===== config.mk =====
export PLATFORM = sky130hd
export DESIGN_NAME = addressed_frame_deframer
export DESIGN_NICKNAME = d
export VERILOG_FILES = /design/src/hdl/afd_pkg.sv /design/src/hdl/addressed_frame_deframer.sv
export VERILOG_INCLUDE_DIRS = /design/src /design/src/hdl
export SDC_FILE = /design/constraint.sdc
export NUM_CORES = 1
export LEC_CHECK = 0
export BUFFER_PORTS_ARGS = -buffer_cell sky130_fd_sc_hd__buf_2
export CAP_MARGIN = 10
export CORE_ASPECT_RATIO = 2
export CORE_MARGIN = 4
export CORE_UTILIZATION = 30
export CTS_BUF_LIST = sky130_fd_sc_hd__clkbuf_8
export DETAILED_ROUTE_END_ITERATION = 8
export GPL_TIMING_DRIVEN = 0
export SYNTH_ARGS = -nofsm -noshare
export SYNTH_HDL_FRONTEND = slang
export SYNTH_SLANG_ARGS = --single-unit

===== constraint.sdc =====
create_clock -name clk -period 2.9 [get_ports clk]
set_clock_uncertainty 0.1 [all_clocks]
set_input_delay 0.58 -clock clk [delete_from_list [all_inputs] [get_ports clk]]
set_output_delay 0.58 -clock clk [all_outputs]
set_load 0.01 [all_outputs]

===== src/hdl/addressed_frame_deframer_defines.svh =====
// Assertion macros shared by the deframer RTL.
`ifndef ADDRESSED_FRAME_DEFRAMER_DEFINES_SVH
`define ADDRESSED_FRAME_DEFRAMER_DEFINES_SVH

// Same-cycle implication, disabled while reset is asserted.
`define AFD_ASSERT_NOW(label, clk, rst_n, ante, cons, msg) \
    label: assert property (@(posedge clk) disable iff (!rst_n) (ante) |-> (cons)) \
        else $error(msg);

// Next-cycle implication, disabled while reset is asserted.
`define AFD_ASSERT_NEXT(label, clk, rst_n, ante, cons, msg) \
    label: assert property (@(posedge clk) disable iff (!rst_n) (ante) |=> (cons)) \
        else $error(msg);

`endif


===== src/hdl/afd_pkg.sv =====
// Types and constants for the addressed frame deframer.
`timescale 1ns / 1ps

package afd_pkg;

    localparam logic [7:0] MAX_PAYLOAD = 8'd128;

    typedef enum logic [2:0] {
        PH_HUNT = 3'd0,
        PH_ADDR = 3'd1,
        PH_LEN  = 3'd2,
        PH_DATA = 3'd3,
        PH_CHK  = 3'd4,
        PH_END  = 3'd5
    } phase_t;

    typedef enum logic [2:0] {
        KIND_PAYLOAD  = 3'd0,
        KIND_ACCEPTED = 3'd1,
        KIND_WRONG    = 3'd2,
        KIND_CHKFAIL  = 3'd3,
        KIND_DROPPED  = 3'd4
    } kind_t;

    typedef enum logic [1:0] {
        REG_OWN_ADDRESS = 2'd0,
        REG_START_BYTE  = 2'd1,
        REG_END_BYTE    = 2'd2
    } cfg_reg_t;

endpackage


===== src/hdl/addressed_frame_deframer.sv =====
// Top level of the addressed frame deframer: byte-wise frame parser with status beats.
`timescale 1ns / 1ps
`include "addressed_frame_deframer_defines.svh"

// Accepts one received byte per clock. Each byte is parsed in the cycle it is
// accepted (a compare, an 8-bit checksum add and a phase update) and any
// resulting beat - a payload byte with its index and last mark, or a frame
// status - lands in the output register on the same edge, so it is visible
// in the cycle after acceptance. Bytes with no beat (hunting, matching address,
// length, good checksum) leave the output register empty. Input stalls only
// while a beat sits in the output register and the sink stalls it, so the
// sustained rate is one byte per cycle. The user writes configuration through
// the plain write port while the block is idle; the block does not enforce it.
module addressed_frame_deframer
    import afd_pkg::*;
(
    input  logic        clk,
    input  logic        rst_n,

    input  logic        cfg_we,
    input  logic [1:0]  cfg_index,
    input  logic [15:0] cfg_data,

    input  logic        in_valid,
    output logic        in_stall,
    input  logic [7:0]  rx_byte,

    output logic        out_valid,
    input  logic        out_stall,
    output logic [2:0]  kind,
    output logic [7:0]  byte_value,
    output logic [6:0]  payload_index,
    output logic        is_last,
    output logic [7:0]  frame_length
);

    logic [15:0] own_address_reg;
    logic [7:0]  start_byte_reg;
    logic [7:0]  end_byte_reg;

    phase_t      phase_reg,            phase_next;
    logic        addr_high_pending_reg, addr_high_pending_next;
    logic [7:0]  address_low_reg,      address_low_next;
    logic [7:0]  remaining_count_reg,  remaining_count_next;
    logic [7:0]  declared_length_reg,  declared_length_next;
    logic [7:0]  running_sum_reg,      running_sum_next;
    logic [6:0]  byte_position_reg,    byte_position_next;

    logic        out_valid_reg;
    kind_t       kind_reg,             kind_next;
    logic [7:0]  byte_value_reg,       byte_value_next;
    logic [6:0]  payload_index_reg,    payload_index_next;
    logic        is_last_reg,          is_last_next;
    logic [7:0]  frame_length_reg,     frame_length_next;
    logic        emit_next;

    logic        in_fire;
    logic        out_fire;

    assign out_fire = out_valid_reg && !out_stall;
    assign in_stall = out_valid_reg && out_stall;
    assign in_fire  = in_valid && !in_stall;

    always_ff @(posedge clk or negedge rst_n)
    begin
        if (!rst_n)
        begin
            own_address_reg <= 16'd0;
            start_byte_reg  <= 8'd2;
            end_byte_reg    <= 8'd3;
        end
        else if (cfg_we)
        begin
            case (cfg_index)
                REG_OWN_ADDRESS: own_address_reg <= cfg_data;
                REG_START_BYTE:  start_byte_reg  <= cfg_data[7:0];
                REG_END_BYTE:    end_byte_reg    <= cfg_data[7:0];
                default:         ;
            endcase
        end
    end

    always_comb
    begin
        phase_next             = phase_reg;
        addr_high_pending_next = addr_high_pending_reg;
        address_low_next       = address_low_reg;
        remaining_count_next   = remaining_count_reg;
        declared_length_next   = declared_length_reg;
        running_sum_next       = running_sum_reg;
        byte_position_next     = byte_position_reg;

        emit_next          = 1'b0;
        kind_next          = KIND_PAYLOAD;
        byte_value_next    = 8'd0;
        payload_index_next = 7'd0;
        is_last_next       = 1'b0;
        frame_length_next  = declared_length_reg;

        case (phase_reg)
            PH_ADDR:
            begin
                if (!addr_high_pending_reg)
                begin
                    address_low_next       = rx_byte;
                    running_sum_next       = rx_byte;
                    addr_high_pending_next = 1'b1;
                end
                else
                begin
                    addr_high_pending_next = 1'b0;
                    if ({rx_byte, address_low_reg} == own_address_reg)
                    begin
                        running_sum_next = running_sum_reg + rx_byte;
                        phase_next       = PH_LEN;
                    end
                    else
                    begin
                        phase_next = PH_HUNT;
                        emit_next  = 1'b1;
                        kind_next  = KIND_WRONG;
                    end
                end
            end
            PH_LEN:
            begin
                if (rx_byte != 8'd0 && rx_byte <= MAX_PAYLOAD)
                begin
                    declared_length_next = rx_byte;
                    remaining_count_next = rx_byte;
                    running_sum_next     = running_sum_reg + rx_byte;
                    phase_next           = PH_DATA;
                end
                else
                begin
                    phase_next = PH_HUNT;
                end
            end
            PH_DATA:
            begin
                emit_next            = 1'b1;
                kind_next            = KIND_PAYLOAD;
                byte_value_next      = rx_byte;
                payload_index_next   = byte_position_reg;
                is_last_next         = (remaining_count_reg <= 8'd1);
                running_sum_next     = running_sum_reg + rx_byte;
                byte_position_next   = byte_position_reg + 7'd1;
                remaining_count_next = remaining_count_reg - 8'd1;
                if (remaining_count_reg == 8'd1)
                begin
                    phase_next = PH_CHK;
                end
            end
            PH_CHK:
            begin
                if (rx_byte == running_sum_reg)
                begin
                    phase_next = PH_END;
                end
                else
                begin
                    phase_next = PH_HUNT;
                    emit_next  = 1'b1;
                    kind_next  = KIND_CHKFAIL;
                end
            end
            PH_END:
            begin
                phase_next = PH_HUNT;
                emit_next  = 1'b1;
                kind_next  = (rx_byte == end_byte_reg) ? KIND_ACCEPTED : KIND_DROPPED;
            end
            default:
            begin
                phase_next = PH_HUNT;
                if (rx_byte == start_byte_reg)
                begin
                    byte_position_next     = 7'd0;
                    remaining_count_next   = 8'd0;
                    declared_length_next   = 8'd0;
                    running_sum_next       = 8'd0;
                    addr_high_pending_next = 1'b0;
                    phase_next             = PH_ADDR;
                end
            end
        endcase
    end

    always_ff @(posedge clk or negedge rst_n)
    begin
        if (!rst_n)
        begin
            phase_reg             <= PH_HUNT;
            addr_high_pending_reg <= 1'b0;
            address_low_reg       <= 8'd0;
            remaining_count_reg   <= 8'd0;
            declared_length_reg   <= 8'd0;
            running_sum_reg       <= 8'd0;
            byte_position_reg     <= 7'd0;
        end
        else if (in_fire)
        begin
            phase_reg             <= phase_next;
            addr_high_pending_reg <= addr_high_pending_next;
            address_low_reg       <= address_low_next;
            remaining_count_reg   <= remaining_count_next;
            declared_length_reg   <= declared_length_next;
            running_sum_reg       <= running_sum_next;
            byte_position_reg     <= byte_position_next;
        end
    end

    // Load a new beat on acceptance; otherwise drop the old one once taken.
    always_ff @(posedge clk or negedge rst_n)
    begin
        if (!rst_n)
        begin
            out_valid_reg <= 1'b0;
        end
        else if (in_fire)
        begin
            out_valid_reg <= emit_next;
        end
        else if (out_fire)
        begin
            out_valid_reg <= 1'b0;
        end
    end

    always_ff @(posedge clk)
    begin
        if (in_fire && emit_next)
        begin
            kind_reg          <= kind_next;
            byte_value_reg    <= byte_value_next;
            payload_index_reg <= payload_index_next;
            is_last_reg       <= is_last_next;
            frame_length_reg  <= frame_length_next;
        end
    end

    assign out_valid     = out_valid_reg;
    assign kind          = kind_reg;
    assign byte_value    = byte_value_reg;
    assign payload_index = payload_index_reg;
    assign is_last       = is_last_reg;
    assign frame_length  = frame_length_reg;

    `AFD_ASSERT_NEXT(a_data_gives_payload, clk, rst_n,
        in_fire && phase_reg == PH_DATA,
        out_valid_reg && kind_reg == KIND_PAYLOAD,
        "payload byte did not produce a payload beat")
    `AFD_ASSERT_NEXT(a_silent_phases_no_beat, clk, rst_n,
        in_fire && (phase_reg == PH_LEN || phase_reg == PH_HUNT),
        !out_valid_reg,
        "hunting or length byte produced a beat")
    `AFD_ASSERT_NOW(a_data_count_sane, clk, rst_n,
        phase_reg == PH_DATA,
        remaining_count_reg != 8'd0 && remaining_count_reg <= declared_length_reg
            && declared_length_reg <= MAX_PAYLOAD,
        "payload counters out of range")
    `AFD_ASSERT_NOW(a_status_fields_clear, clk, rst_n,
        out_valid_reg && kind_reg != KIND_PAYLOAD,
        byte_value_reg == 8'd0 && payload_index_reg == 7'd0 && !is_last_reg,
        "status beat carries payload fields")

endmodule

==> load_flow_metrics.sql <==
INSERT INTO impl_metrics (metric_group, metric, value, unit) VALUES
('global_routing', 'grtUsageTotal', '13.7', '%'),
('floorplan', 'die_extent_in_y', '197', 'um'),
('setup_path', 'critPathLaunchType', 'flop', ''),
('layout', 'nNetsFinal', '575', ''),
('worst_hold_path', 'holdCritPathClass', 'primary input to asynchronous set/reset pin', ''),
('floorplan', 'die_w', '102', 'um'),
('clock_network', 'tritoncts.num_buffers', '9', ''),
('clock_network', 'count_of_clock_tree_sinks', '103', ''),
('route', 'wl', '13.3', 'mm'),
('setup_path', 'cp.arrival', '2.70', 'ns'),
('yosys', 'yosys_register_bits', '103', ''),
('global_routing', 'grt_overflow', '0', ''),
('floorplan', 'num_rows', '68', ''),
('power', 'p_leak', '0.00262', 'uW'),
('floorplan', 'initial_utilization', '30.7', '%'),
('global_routing', 'grt_max_degree', '51', ''),
('layout', 'seqCellArea', '2720', 'um^2'),
('placement', 'final_weighted_congestion_of_routability_driven_global_placement', '0.912', ''),
('yosys', 'synth-edff-count', '27', ''),
('sta', 'max_slew.worst_pin.slew', '0.705', 'ns'),
('clock_network', 'cts_stage_hold_buffer_count', '0', ''),
('route', 'via_per_instance_ratio', '5.06', ''),
('flow_run', 'timing.max_cap.violations', '0', ''),
('setup_path', 'required', '2.87', 'ns'),
('yosys', 'synth_sequential_area_ratio', '50.7', '%'),
('yosys', 'synth.top_cells.by_area', 'dfrtp_1, edfxtp_1, mux2_2, xnor2_1, ha_1', ''),
('clock_network', 'clock_tree_from_tritoncts', 'yes', ''),
('yosys', 'yosysWarningCount', '0', ''),
('route', 'drc', '0', ''),
('global_routing', 'grt_first_pass_wirelength', '21.0', 'mm'),
('sta', 'min_period', '2.73', 'ns'),
('sta', 'timing_hold_violations_final', '0', ''),
('layout', 'multiInputGateArea', '2440', 'um^2'),
('yosys', 'async_set_reset_flop_share_out_of_synthesis', '73.8', '%'),
('yosys', 'synth_cells', '460', ''),
('sta', 'setup_repair_after_global_routing_missed_its_margin', 'false', ''),
('global_routing', 'antenna_found_initial', '0', ''),
('sta', 'setup-violations-final', '0', ''),
('floorplan', 'core_area', '17400', 'um^2'),
('sta', 'timing.final.max_slew_violations', '0', ''),
('layout', 'mostFrequentLayoutCells', 'dfrtp_1, buf_2, mux2_2, xnor2_1, nand2_1', ''),
('sta', 'fmaxAchievable', '0.367', 'GHz'),
('route', 'drt-wirelength-per-cell', '17.9', 'um'),
('clock_network', 'total_setup_buffers_inserted_after_cts', '0', ''),
('layout', 'largest_register_ffs', '16', ''),
('floorplan', 'num_io_pins', '60', ''),
('layout', 'num_antenna_cells', '0', ''),
('yosys', 'synth_largest_area_cell', 'dfrtp_1', ''),
('layout', 'finish.utilization', '35.4', '%'),
('sta', 'period_share', '94.1', '%'),
('route', 'drt_pre_antenna_iters', '4', ''),
('sta', 'timing.max_slew.rel_slack', '52.5', '%'),
('clock_network', 'clockBufferDepth', '2', ''),
('setup_path', 'critPathMaxFanout', '27', ''),
('yosys', 'mappedNetlistNets', '504', ''),
('yosys', 'avgSynthCellArea', '11.6', 'um^2'),
('power', 'vdd_ir_drop_max', '0.000213', 'V'),
('route', 'detail_route_antenna_nets', '0', ''),
('route', 'routed-via-count', '3774', ''),
('sta', 'timing.setup.tns', '0', 'ns'),
('setup_path', 'timing.critical_path.to_type', 'flop', ''),
('placement', 'post_dp_hpwl', '10.3', 'mm'),
('layout', 'fill_cells', '1711', ''),
('clock_network', 'post_cts_resize_count', '1', ''),
('global_routing', 'number_of_global_route_vias_before_repair', '4015', ''),
('layout', 'area_delta_synth_final', '15.1', '%'),
('yosys', 'synth_top_flop_cell', 'dfrtp_1', ''),
('clock_network', 'cts_max_level', '3', ''),
('yosys', 'netlist-cell-type-count', '65', ''),
('setup_path', 'crit_type', 'flop to flop', ''),
('yosys', 'synthesis.area', '5360', 'um^2'),
('status', 'outcome', 'finished, final reports clean', ''),
('placement', 'quantity_of_i_o_buffers_inserted_on_ports', '59', ''),
('yosys', 'synth_top_area_share', '34.1', '%'),
('clock_network', 'ctsRootBufferMaster', 'clkbuf_8', ''),
('floorplan', 'fp.dieArea', '20200', 'um^2'),
('power', 'power_density', '615', 'nW/um^2'),
('route', 'count_of_routing_violations_after_the_opening_detailed_route_iteration', '210', ''),
('layout', 'final_common_cell', 'dfrtp_1', ''),
('clock_network', 'clock_insertion_delay_worst_skew', '0.39', 'ns'),
('layout', 'post_route_cells_drive_above_1_share', '30.4', '%'),
('clock_network', 'path_clk_slew', '0.10', 'ns');
==> logic make-up (layout without fill, tap and decap cells) <==
| logic type | count (synthesis) | in the layout | share of synthesized area [%] |
|---|---|---|---|
| DFF | 103 | 103 | 50.7 |
| AOI/OAI and AO/OA | 86 | 86 | 11.3 |
| xor gates and xnor gates | 42 | 42 | 7.36 |
| buffers and inverters | 32 | 108 | 3.71 |
| muxes | 41 | 41 | 8.59 |
| and+or+nand+nor | 143 | 143 | 15.1 |
| adders and majority gates | 13 | 13 | 3.18 |
==> layer usage <==
metal	vias up	part of all wire (%)	GRT usage, %
met3	23	3.9	1.81
li1	1811	-	-
met5	-	0	0
met2	98	58	26.4
met4	0	3.7	7.25
met1	1842	34	13.6
==> cell usage after synthesis, types with 3 or more instances <==
cell / instances
dfstp_2: 3
ha_1: 12
mux2_2: 40
inv_1: 9
nand3_1: 17
a21oi_2: 3
a31oi_1: 3
clkbuf_1: 6
and3_1: 18
edfxtp_1: 27
a22o_1: 7
buf_6: 3
buf_4: 6
a22oi_1: 9
nand2_1: 32
nand4_1: 8
a21oi_1: 10
xnor2_1: 36
o21ai_0: 25
and2_1: 4
nor2_1: 29
xor2_1: 4
dfrtp_1: 73
buf_2: 6
nor2_2: 3
o31ai_1: 11
nor3_1: 8
==> metrics by stage <==
stage          std cells  hold WS, ns  area, um^2  setup WS, ns  total power (uW)
4_1_cts              746       0.0187        6170         0.117              3830
3_3_place_gp         729        0.337        5920        -0.418              2800
3_5_place_dp         730        0.342        5950        -0.434              2860
5_1_grt              746       0.0410        6170        0.0478              4010
6_report             746      0.00704        6170         0.172              3800
2_1_floorplan        460        0.184        5360         0.333              2600
==> worst paths after layout <==
kind | from | endpoint | slack (ns) | cells after the start
worst max register to register | running_sum_reg[4]$_DFFE_PN0P_ | is_last$_SDFFCE_PN0P_ | 0.17 | 6
min in group clk | cfg_data[8] | own_address_reg[8]$_DFFE_PN0P_ | 0.31 | 2
worst min-delay path | rst_n | running_sum_reg[6]$_DFFE_PN0P_ | 0.007 | 1
worst min register to register | declared_length_reg[0]$_DFFE_PN0P_ | frame_length[0]$_DFFE_PP_ | 0.36 | 0
max in group asynchronous | rst_n | start_byte_reg[1]$_DFFE_PN1P_ | 2.04 | 2
worst max-delay path | running_sum_reg[4]$_DFFE_PN0P_ | is_last$_SDFFCE_PN0P_ | 0.17 | 6
==> critical path, cell delays in order (launching register included) <==
cell	delay, ns
dfrtp_1	0.41
ha_1	0.36
nor4_1	0.43
nand3_1	0.35
a21oi_1	0.24
nor2_1	0.08
and3_2	0.43
==> report_power, final <==
| part | switching [uW] | internal (uW) | leakage (uW) |
|---|---|---|---|
| clock network | 547 | 418 | 0.000109 |
| logic | 495 | 490 | 0.00126 |
| registers | 154 | 1690 | 0.00125 |
| total | 1200 | 2600 | 0.00262 |
==> layout make-up <==
class | count | area share, %
clock buffers | 9 | 2.01
repair buffers | 60 | 5.28
clock inverters | 7 | 1.54
well taps | 210 | 4.26
plain buffers | 23 | 2.68
flip-flops and latches | 103 | 44.1
inverters | 9 | 0.548
multi-input cells | 325 | 39.6
(Power assumes the default switching activity.)
